**config.mk**
```make
export PLATFORM = sky130hd
export DESIGN_NAME = cpu_bus_forcing_loader_unit_flat
export DESIGN_NICKNAME = d
export VERILOG_FILES = /design/src/hdl/cbfl_pkg.sv /design/src/hdl/cbfl_if.sv /design/src/hdl/cpu_bus_forcing_loader_unit.sv /design/src/hdl/cbfl_dp.sv /design/src/hdl/cbfl_ctrl.sv /design/src/flat_wrapper.sv
export SDC_FILE = /design/constraint.sdc
export NUM_CORES = 1
export LEC_CHECK = 0
export BUFFER_PORTS_ARGS = -buffer_cell sky130_fd_sc_hd__buf_2
export CORE_ASPECT_RATIO = 1.1
export CORE_MARGIN = 1.5
export CORE_UTILIZATION = 54
export DETAILED_ROUTE_END_ITERATION = 10
export PLACE_DENSITY_LB_ADDON = 0.25
export SKIP_LAST_GASP = 1
export SYNTH_ARGS = -nofsm -noshare
export SYNTH_HDL_FRONTEND = slang
export SYNTH_SLANG_ARGS = --single-unit
```
**constraint.sdc**
```tcl
create_clock -name i_clk -period 2.7 [get_ports i_clk]
set_input_delay 0.135 -clock i_clk [delete_from_list [all_inputs] [get_ports i_clk]]
set_output_delay 0.135 -clock i_clk [all_outputs]
set_load 0.05 [all_outputs]
```
**src/hdl/cbfl_pkg.sv**
```systemverilog
// Package: command codes, pulse record, controller-to-datapath command and sequence tables.
`timescale 1ns / 1ps
package cbfl_pkg;

    localparam int CMD_W     = 2;
    localparam int OPERAND_W = 16;
    localparam int BYTE_W    = 8;
    localparam int STEP_W    = 4;

    localparam logic [CMD_W-1:0] CMD_WRITE = 2'd0;
    localparam logic [CMD_W-1:0] CMD_LOAD  = 2'd1;
    localparam logic [CMD_W-1:0] CMD_RESET = 2'd2;
    localparam logic [CMD_W-1:0] CMD_NONE  = 2'd3;

    localparam logic [BYTE_W-1:0] OP_STORE_IMM = 8'h36;
    localparam logic [BYTE_W-1:0] OP_INC_PTR   = 8'h23;
    localparam logic [BYTE_W-1:0] OP_LOAD_PTR  = 8'h21;
    localparam logic [BYTE_W-1:0] PULLUP       = 8'hFF;

    localparam logic [STEP_W-1:0] LAST_WRITE = 4'd15;
    localparam logic [STEP_W-1:0] LAST_LOAD  = 4'd9;
    localparam logic [STEP_W-1:0] LAST_RESET = 4'd7;

    typedef struct packed {
        logic              ram_enable;
        logic              bus_drive;
        logic [BYTE_W-1:0] bus_byte;
        logic              cpu_reset_n;
        logic              last;
    } t_pulse;

    typedef struct packed {
        logic              load_operand;
        logic              load_out;
        logic [CMD_W-1:0]  cmd;
        logic [STEP_W-1:0] step;
    } t_dp_cmd;

    function automatic logic [STEP_W-1:0] last_step(input logic [CMD_W-1:0] cmd);
        logic [STEP_W-1:0] s;
        case (cmd)
            CMD_WRITE: s = LAST_WRITE;
            CMD_LOAD:  s = LAST_LOAD;
            CMD_RESET: s = LAST_RESET;
            default:   s = '0;
        endcase
        return s;
    endfunction

    function automatic t_pulse pulse_at(input logic [CMD_W-1:0] cmd,
                                        input logic [STEP_W-1:0] step,
                                        input logic [OPERAND_W-1:0] operand);
        t_pulse            p;
        logic              drv;
        logic [BYTE_W-1:0] b;
        p.ram_enable  = 1'b1;
        p.cpu_reset_n = 1'b1;
        p.last        = (step == last_step(cmd));
        drv           = 1'b0;
        b             = PULLUP;
        case (cmd)
            CMD_WRITE: begin
                if ((step >= 4'd1 && step <= 4'd6) || step == 4'd11 || step == 4'd12) begin
                    p.ram_enable = 1'b0;
                end
                if (step == 4'd1 || step == 4'd2) begin
                    drv = 1'b1;
                    b   = OP_STORE_IMM;
                end else if (step == 4'd5 || step == 4'd6) begin
                    drv = 1'b1;
                    b   = operand[BYTE_W-1:0];
                end else if (step == 4'd11 || step == 4'd12) begin
                    drv = 1'b1;
                    b   = OP_INC_PTR;
                end
            end
            CMD_LOAD: begin
                if (step != 4'd0) begin
                    p.ram_enable = 1'b0;
                end
                if (step == 4'd1 || step == 4'd2) begin
                    drv = 1'b1;
                    b   = OP_LOAD_PTR;
                end else if (step >= 4'd5 && step <= 4'd7) begin
                    drv = 1'b1;
                    b   = operand[BYTE_W-1:0];
                end else if (step >= 4'd8) begin
                    drv = 1'b1;
                    b   = operand[OPERAND_W-1:BYTE_W];
                end
            end
            CMD_RESET: begin
                if (step <= 4'd5) begin
                    p.cpu_reset_n = 1'b0;
                end
            end
            default: begin
                p.last = 1'b0;
            end
        endcase
        p.bus_drive = drv;
        p.bus_byte  = b;
        return p;
    endfunction

endpackage

```
**src/hdl/cbfl_if.sv**
```systemverilog
// Interfaces: command channel and pulse channel, each with source and sink modports.
`timescale 1ns / 1ps
interface cbfl_cmd_if import cbfl_pkg::*; ();
    logic                 valid;
    logic                 ready;
    logic [CMD_W-1:0]     cmd;
    logic [OPERAND_W-1:0] operand;
    modport source (output valid, output cmd, output operand, input ready);
    modport sink (input valid, input cmd, input operand, output ready);
endinterface

interface cbfl_pulse_if import cbfl_pkg::*; ();
    logic              valid;
    logic              ready;
    logic              ram_enable;
    logic              bus_drive;
    logic [BYTE_W-1:0] bus_byte;
    logic              cpu_reset_n;
    logic              last;
    modport source (output valid, output ram_enable, output bus_drive, output bus_byte,
                    output cpu_reset_n, output last, input ready);
    modport sink (input valid, input ram_enable, input bus_drive, input bus_byte,
                  input cpu_reset_n, input last, output ready);
endinterface

```
**src/hdl/cpu_bus_forcing_loader_unit.sv**
```systemverilog
// Top level: bus-forcing loader, controller plus datapath.
// Usage:
//   i_cmd   : command channel (valid/ready). cmd 0 writes operand[7:0] at the CPU
//             pointer and advances it, cmd 1 loads the pointer with operand, cmd 2
//             pulses CPU reset, cmd 3 is accepted and produces nothing.
//   o_pulse : one transfer per CPU clock pulse with the pin levels to hold
//             (ram_enable, bus_drive, bus_byte, cpu_reset_n); last marks the
//             final pulse of a command.
//   Write byte gives 16 transfers, load pointer 10, reset CPU 8.
//   The first pulse is registered after the command transfer has moved the
//   controller into its run state; pulses then follow one per cycle while
//   o_pulse.ready is high. The step counter walks one pulse per cycle and
//   the next command is taken once the last pulse is registered.
//   The output register holds its pulse while the receiver stalls; the step
//   counter waits with it.
//   Synchronous reset drops any pending pulse and returns to idle.
`timescale 1ns / 1ps
module cpu_bus_forcing_loader_unit import cbfl_pkg::*; (
    input  logic               i_clk,
    input  logic               i_rst_n,
    cbfl_cmd_if.sink           i_cmd,
    cbfl_pulse_if.source       o_pulse
);
    t_dp_cmd dp_cmd;
    t_pulse  pulse;

    cbfl_ctrl u_ctrl (
        .i_clk       (i_clk),
        .i_rst_n     (i_rst_n),
        .i_in_valid  (i_cmd.valid),
        .i_in_cmd    (i_cmd.cmd),
        .o_in_ready  (i_cmd.ready),
        .i_out_ready (o_pulse.ready),
        .o_out_valid (o_pulse.valid),
        .o_dp_cmd    (dp_cmd)
    );

    cbfl_dp u_dp (
        .i_clk     (i_clk),
        .i_dp_cmd  (dp_cmd),
        .i_operand (i_cmd.operand),
        .o_pulse   (pulse)
    );

    assign o_pulse.ram_enable  = pulse.ram_enable;
    assign o_pulse.bus_drive   = pulse.bus_drive;
    assign o_pulse.bus_byte    = pulse.bus_byte;
    assign o_pulse.cpu_reset_n = pulse.cpu_reset_n;
    assign o_pulse.last        = pulse.last;
endmodule

```
**src/hdl/cbfl_dp.sv**
```systemverilog
// Datapath: operand register and registered pulse output.
`timescale 1ns / 1ps
module cbfl_dp import cbfl_pkg::*; (
    input  logic                 i_clk,
    input  t_dp_cmd              i_dp_cmd,
    input  logic [OPERAND_W-1:0] i_operand,
    output t_pulse               o_pulse
);
    logic [OPERAND_W-1:0] r_operand;
    t_pulse               r_pulse;

    always_ff @(posedge i_clk) begin
        if (i_dp_cmd.load_operand) begin
            r_operand <= i_operand;
        end
        if (i_dp_cmd.load_out) begin
            r_pulse <= pulse_at(i_dp_cmd.cmd, i_dp_cmd.step, r_operand);
        end
    end

    assign o_pulse = r_pulse;
endmodule

```
**src/hdl/cbfl_ctrl.sv**
```systemverilog
// Controller: command acceptance, step sequencing and output valid.
`timescale 1ns / 1ps
module cbfl_ctrl import cbfl_pkg::*; (
    input  logic             i_clk,
    input  logic             i_rst_n,
    input  logic             i_in_valid,
    input  logic [CMD_W-1:0] i_in_cmd,
    output logic             o_in_ready,
    input  logic             i_out_ready,
    output logic             o_out_valid,
    output t_dp_cmd          o_dp_cmd
);
    localparam logic ST_IDLE = 1'b0;
    localparam logic ST_RUN  = 1'b1;

    logic              r_state, n_state;
    logic [STEP_W-1:0] r_step, n_step;
    logic [CMD_W-1:0]  r_cmd, n_cmd;
    logic              r_out_valid, n_out_valid;
    logic              in_xfer, load_out;

    assign o_in_ready = (r_state == ST_IDLE);
    assign in_xfer    = i_in_valid && o_in_ready;
    assign load_out   = (r_state == ST_RUN) && (!r_out_valid || i_out_ready);

    always_comb begin
        n_state     = r_state;
        n_step      = r_step;
        n_cmd       = r_cmd;
        n_out_valid = r_out_valid && !i_out_ready;
        case (r_state)
            ST_IDLE: begin
                if (in_xfer && i_in_cmd != CMD_NONE) begin
                    n_state = ST_RUN;
                    n_cmd   = i_in_cmd;
                    n_step  = '0;
                end
            end
            ST_RUN: begin
                if (load_out) begin
                    n_out_valid = 1'b1;
                    if (r_step == last_step(r_cmd)) begin
                        n_state = ST_IDLE;
                    end else begin
                        n_step = r_step + 1'b1;
                    end
                end
            end
            default: n_state = ST_IDLE;
        endcase
    end

    always_ff @(posedge i_clk) begin
        if (!i_rst_n) begin
            r_state     <= ST_IDLE;
            r_step      <= '0;
            r_cmd       <= CMD_WRITE;
            r_out_valid <= 1'b0;
        end else begin
            r_state     <= n_state;
            r_step      <= n_step;
            r_cmd       <= n_cmd;
            r_out_valid <= n_out_valid;
        end
    end

    assign o_out_valid           = r_out_valid;
    assign o_dp_cmd.load_operand = in_xfer;
    assign o_dp_cmd.load_out     = load_out;
    assign o_dp_cmd.cmd          = r_cmd;
    assign o_dp_cmd.step         = r_step;

`ifndef SYNTHESIS
    a_step_in_range: assert property (@(posedge i_clk) disable iff (!i_rst_n)
        r_state == ST_RUN |-> r_step <= last_step(r_cmd))
        else $error("step beyond sequence end");
    a_unused_cmd_dropped: assert property (@(posedge i_clk) disable iff (!i_rst_n)
        in_xfer && i_in_cmd == CMD_NONE |=> r_state == ST_IDLE)
        else $error("unused command started a sequence");
    a_cmd_starts: assert property (@(posedge i_clk) disable iff (!i_rst_n)
        in_xfer && i_in_cmd != CMD_NONE |=> r_state == ST_RUN && r_step == '0 && r_out_valid == $past(r_out_valid && !i_out_ready))
        else $error("command did not start at step zero");
    a_end_to_idle: assert property (@(posedge i_clk) disable iff (!i_rst_n)
        load_out && r_step == last_step(r_cmd) |=> r_state == ST_IDLE && r_out_valid)
        else $error("sequence did not finish on last pulse");
`endif
endmodule
```
**src/flat_wrapper.sv**
```systemverilog
// flat-port wrapper written by rule: the top's interface ports become plain ports
module cpu_bus_forcing_loader_unit_flat import cbfl_pkg::*;
  (i_clk, i_rst_n, i_cmd_valid, i_cmd_cmd, i_cmd_operand, i_cmd_ready, o_pulse_valid, o_pulse_ram_enable, o_pulse_bus_drive, o_pulse_bus_byte, o_pulse_cpu_reset_n, o_pulse_last, o_pulse_ready);
  cbfl_cmd_if i_cmd_i ();
  cbfl_pulse_if o_pulse_i ();
  input  logic i_clk;
  input  logic i_rst_n;
  input wire logic [$bits(i_cmd_i.valid)-1:0] i_cmd_valid;
  input wire logic [$bits(i_cmd_i.cmd)-1:0] i_cmd_cmd;
  input wire logic [$bits(i_cmd_i.operand)-1:0] i_cmd_operand;
  output wire logic [$bits(i_cmd_i.ready)-1:0] i_cmd_ready;
  output wire logic [$bits(o_pulse_i.valid)-1:0] o_pulse_valid;
  output wire logic [$bits(o_pulse_i.ram_enable)-1:0] o_pulse_ram_enable;
  output wire logic [$bits(o_pulse_i.bus_drive)-1:0] o_pulse_bus_drive;
  output wire logic [$bits(o_pulse_i.bus_byte)-1:0] o_pulse_bus_byte;
  output wire logic [$bits(o_pulse_i.cpu_reset_n)-1:0] o_pulse_cpu_reset_n;
  output wire logic [$bits(o_pulse_i.last)-1:0] o_pulse_last;
  input wire logic [$bits(o_pulse_i.ready)-1:0] o_pulse_ready;
  assign i_cmd_i.valid = i_cmd_valid;
  assign i_cmd_i.cmd = i_cmd_cmd;
  assign i_cmd_i.operand = i_cmd_operand;
  assign i_cmd_ready = i_cmd_i.ready;
  assign o_pulse_valid = o_pulse_i.valid;
  assign o_pulse_ram_enable = o_pulse_i.ram_enable;
  assign o_pulse_bus_drive = o_pulse_i.bus_drive;
  assign o_pulse_bus_byte = o_pulse_i.bus_byte;
  assign o_pulse_cpu_reset_n = o_pulse_i.cpu_reset_n;
  assign o_pulse_last = o_pulse_i.last;
  assign o_pulse_i.ready = o_pulse_ready;
  cpu_bus_forcing_loader_unit u_core (.i_clk(i_clk), .i_rst_n(i_rst_n), .i_cmd(i_cmd_i), .o_pulse(o_pulse_i));
endmodule
```
Word level (Yosys, flattened, before mapping)
Index checks and enable logic that the tools add are counted.
- flip-flop bits (word level): 36
- latch bits: 0
- RAM bits: 0
- ROM bits: 0
- input port bits: 22
- output and inout bits: 14
- word-level logic and storage cells: 82
- memories kept: 0
- add/sub/neg operators: 1
- multiply operators: 0
- div/mod/pow operators: 0
- order comparisons: 6
- equal/unequal tests: 14
- shift operators: 0
- mux-type cells: 31
- bitwise operators: 1
- reductions and logical operators: 19
- operators with widths (kind ; number):
    two-way mux 8 bit ; 6
    two-way mux 4 bit ; 5
    one-hot mux 8 bit (2 select lines) ; 1
    two-way mux 1 bit ; 14
    <= comparator 4 x 3 -> 1 bit, second input constant ; 3
    one-hot mux 4 bit (3 select lines) ; 1
    == test 4 x 3 -> 1 bit, second input constant ; 2
    == test 4 bit ; 2
    == test 4 bit, second input constant ; 2
    one-hot mux 4 bit (2 select lines) ; 1
    logical AND 1 bit ; 6
    logical OR 1 bit ; 6
    one-hot mux 1 bit (2 select lines) ; 3
    adder 4 x 1 -> 4 bit, second input constant ; 1
    == test 4 x 1 -> 1 bit, second input constant ; 1
    == test 4 x 2 -> 1 bit, second input constant ; 1
    greater-or-equal comparator 4 x 1 -> 1 bit, second input constant ; 1
    greater-or-equal comparator 4 x 3 -> 1 bit, second input constant ; 1
    greater-or-equal comparator 4 bit, second input constant ; 1
    != test 2 x 1 -> 1 bit, second input constant ; 2
    != test 2 bit, second input constant ; 2
    nonzero test 4 bit ; 1
    AND reduction 3 bit ; 1
    OR reduction 3 bit ; 1
    6 further kinds ; 7

Logic depth before layout (Yosys ltp)
- depth after elaboration: 9
- gate-level depth with buffers: 6
- mapped depth without buffers: 6

Cells and area by module
Synthesis repeated with hierarchy kept, for this count alone.
- cells, all modules: 163
- area total of the unflattened synthesis: 1833.0 um^2
- by module, submodules not included (module ; times used ; cells each ; area an instance (um^2) ; seq. area each (um^2)):
    cbfl_dp ; 1 ; 111 ; 1358.8 ; 840.8
    cbfl_ctrl ; 1 ; 52 ; 474.2 ; 160.2

Worst setup path before layout
No wires, ideal clock.
- path kind: reg-to-reg
- start: reg u_core.u_ctrl.r_step[0]
- end: reg u_core.u_dp.r_pulse, in the netlist u_core.u_dp.o_pulse[8], data pin
- library setup time: 0.169 ns
- data arrival time: 1.726 ns
- path slack: 0.805 ns
- cell stages (with the launch flop): 7
- period minus slack after synthesis: 1.895 ns
- cell sequence: dfxtp_1 > inv_1 > ha_1 > nor2b_1 > o311ai_0 > nor2_1 > o31ai_1
- cells in the longest elaborated chain, start to end: 6
- ends and longest elaborated chain (element ; RTL line ; text):
    start, declared ; cbfl_ctrl.sv:17 ; logic [STEP_W-1:0] r_step, n_step;
    start signal, assigned ; cbfl_ctrl.sv:61 ; r_step <= n_step;
    parallel branches: the longest is 5 deep, another holds greater-or-equal comparator 4 bit ; -- ;
    one-hot mux 8 bit (2 select lines) (*) ; cbfl_pkg.sv:61 ; case (cmd)
    end signal, assigned ; cbfl_dp.sv:17 ; r_pulse <= pulse_at(i_dp_cmd.cmd, i_dp_cmd.step, r_operand);
    end, declared ; cbfl_dp.sv:10 ; t_pulse r_pulse;
Mark *: on every way between the ends.
A chain may end at the register's enable or synchronous reset.

Final worst setup path
- start: reg u_core.u_ctrl.r_step[2]
- end: reg u_core.u_ctrl.r_step[2]
- cells in the longest elaborated chain, start to end: 4
- ends and longest elaborated chain (element ; RTL line ; text):
    adder 4 x 1 -> 4 bit ; cbfl_ctrl.sv:45 ; n_step = r_step + 1'b1;
    two-way mux 4 bit ; cbfl_ctrl.sv:42 ; if (r_step == last_step(r_cmd)) begin
    two-way mux 4 bit ; cbfl_ctrl.sv:40 ; if (load_out) begin
    one-hot mux 4 bit (2 select lines) ; cbfl_ctrl.sv:31 ; case (r_state)
Parallel ways exist; a longest one is shown, timed or not. The select of a mux whose other input is x is not followed.

==> out/metrics.yaml <==
worst_setup_path:
  critical_path.max_fanout: 21
  reg2reg_depth: 4
  r2r-end: "u_core.u_ctrl.r_step[2]$_SDFFE_PN0P_"
  startpoint_type: "flop"
  reg2reg_slack_ns: 0.51
  worstSetupPathType: "flop to flop"
  crit_required_ns: 2.97
  worstPathArrival_ns: 2.46
  r2r_start: "u_core.u_ctrl.r_step[2]$_SDFFE_PN0P_"
  crit_path_end_kind: "flop"
synth:
  netlist_instances: 157
  yosysTopAreaCellShare_pct: 48.3
  synth_most_common_cell: "edfxtp_1"
  async_flop_share_pct: 0
  synth-edff-count: 28
  yosysWarningCount: 0
  synthTopCellsByArea: "edfxtp_1, dfxtp_1, nor2_1"
  seq_area_frac_synth_pct: 57.6
  synthTopCellsByCount: "edfxtp_1, nor2_1, inv_1, nand2_1"
  netlist_area_um2: 1740
  synth_ff_type: "edfxtp_1"
  synth_area_per_cell_um2: 11.1
  synth_fp_nets: 184
  ys_ff_latch: 36
  synth_area_leader_cell: "edfxtp_1"
  synth.distinct_cells: 45
clocking:
  insertion_delay_ns: 0.36
  clk_path_buf_depth: 2
  cts_tree: "yes"
  htreeDepth: 2
  cts-root-buf: "clkbuf_4"
  cts_buffers: 5
  cts_resized: 0
  cts.sinks: 36
  clk_pin_slew_ns: 0.13
global_routing:
  grt_pass1_vias: 1350
  track_usage_pct: 22.2
  met3_usage_pct: 5.80
  busiest_layer: "met2"
  grt_overflow_total: 0
  grt_pass1_wl_mm: 6.00
  grtUsageMet1_pct: 27.6
  antenna_found_initial: 0
  grt_use_met2_pct: 36.4
  grt_max_degree: 23
timing:
  worst_pin_slew_ns: 0.711
  setup_viol: 0
  finalCritPeriodShare_pct: 81.0
  rsz0062_at_grt: "false"
  tns_ns: 0
  finClkSkew_ns: 0.0263
  holdWs_ns: 0.0592
  max_freq_ghz: 0.457
  relSlewSlack_pct: 52.5
  finalHoldViolCount: 0
  post-route-min-period_ns: 2.19
  slew_viol_final: 0
routing:
  post-route-drc-count: 0
  drt-pass1-iter-count: 4
  vias: 1432
  post_drt_wl_per_cell_um: 14.9
  drtIter0Drc: 53
  drt_wl_total_mm: 3.69
  ant_nets: 0
  avgViaCountPerCell: 5.80
floorplan:
  num_rows: 21
  initial_core_util_pct: 57.1
  core_um2: 3050
  fp.dieW_um: 57.1
  die_height_um: 62.5
  die_area_um2: 3570
  pin_count: 36
min_path:
  hold_class: "primary input to flop"
  hold_start: "i_rst_n"
  min_to: "u_core.u_ctrl.r_step[1]$_SDFFE_PN0P_"
  whs_path_depth: 3
power_and_ir_drop:
  peakVddDrop_mv: 0.428
  powerDensity_nw_per_um2: 517
  p_leak_nw: 0.806
final_layout:
  final_cell_count_no_fill: 247
  syn2layout_area_growth_pct: 24.9
  antenna_cells: 0
  nNetsFinal: 239
  finalCoreUtilization_pct: 71.3
  drive_above_1_share_pct: 23.5
status:
  status: "completed"
placed_design:
  hpwl_mm: 2.39
  place_inst: 223
  routabilityCongestion: 0.836
  io_buffers: 35
run:
  maxCapViolations: 0
critical path: stages (launching register included):
cell      delay, ns
dfxtp_1        0.80
nand3_1        0.25
o311ai_0       0.63
nor2_1         0.17
a31o_1         0.24
stage by stage:
step                total power [mW]  worst slack (ns)  area [um2]
floorplan                      0.770             0.805        1740
global placement               0.813             0.686        1950
detailed placement             0.819             0.595        1950
CTS                             1.13             0.535        2170
global route                    1.17             0.281        2170
finish                          1.12             0.513        2170
worst max-delay path by stage:
stage / startpoint / end / slack, ns / cells past startpoint
2_1_floorplan: u_core.u_ctrl.r_step[0]$_SDFFE_PN0P_ / u_core.u_dp.o_pulse[8]$_DFFE_PP_ / 0.80 / 6
3_3_place_gp: u_core.u_ctrl.r_step[0]$_SDFFE_PN0P_ / u_core.u_dp.o_pulse[8]$_DFFE_PP_ / 0.69 / 7
3_5_place_dp: u_core.u_ctrl.r_step[0]$_SDFFE_PN0P_ / u_core.u_dp.o_pulse[8]$_DFFE_PP_ / 0.59 / 7
4_1_cts: u_core.u_ctrl.r_step[0]$_SDFFE_PN0P_ / u_core.u_dp.o_pulse[8]$_DFFE_PP_ / 0.53 / 7
5_1_grt: u_core.u_ctrl.r_step[2]$_SDFFE_PN0P_ / u_core.u_ctrl.r_step[2]$_SDFFE_PN0P_ / 0.28 / 4
6_report: u_core.u_ctrl.r_step[2]$_SDFFE_PN0P_ / u_core.u_ctrl.r_step[2]$_SDFFE_PN0P_ / 0.51 / 4
what timing repair did:
item / CTS / global route
setup buffers: 0 / 0
endpoints found under the hold margin: 16 / 0
hold buffers: 16 / 0
final cells by class:
| type | count | area [um2] |
|---|---|---|
| Clock buffer | 5 | 37.5 |
| Clock inverter | 3 | 21.3 |
| Fill cell | 208 | 876 |
| Inverter | 13 | 48.8 |
| Multi-Input combinational cell | 103 | 671 |
| Sequential cell | 36 | 1000 |
| Tap cell | 34 | 42.5 |
| Timing Repair Buffer | 53 | 350 |
kinds of logic after synthesis:
logic type / share of synthesized area, %
flip-flops: 57.6
AO/OA/AOI/OAI: 19.0
buffers and inverters: 3.88
AND/OR/NAND/NOR: 14.2
XOR/XNOR: 0.504
adder cells (fa/ha/maj): 3.60
multiplexers: 1.22
registers in the layout, indices dropped and copies added (netlist names):
signal / cells
u_core.u_dp.r_operand: 16
u_core.u_dp.o_pulse: 12
u_core.u_ctrl.r_cmd: 2
u_core.u_ctrl.o_out_valid: 1
u_core.u_ctrl.r_state: 1
u_core.u_ctrl.r_step: 4
routing by layer:
layer	vias up	wire length (um)
met3	5	216
met2	62	1900
li1	695	-
met1	670	1490
met5	-	0
met4	0	76
power by group:
part           total [mW]  switching [mW]  internal [mW]
logic               0.173           0.107         0.0667
registers           0.654          0.0192          0.635
clock network       0.296           0.194          0.103
total                1.12           0.320          0.804
layout by cell type, fill, tap and decap left out, types with 2 or more instances in the layout:
master,instances
a21oi_1,7
a221o_1,2
buf_2,35
buf_4,2
clkbuf_4,5
dfxtp_1,8
dlygate4sd3_1,16
edfxtp_1,28
ha_1,5
inv_1,12
nand2_1,11
nand2b_1,2
nand3_1,3
nor2_1,20
nor2b_1,2
nor3_1,7
o211ai_1,2
o21a_1,3
o21ai_0,8
o2bb2ai_1,2
o311ai_0,3
o31ai_1,2
Power figures use the tool's default switching activity.
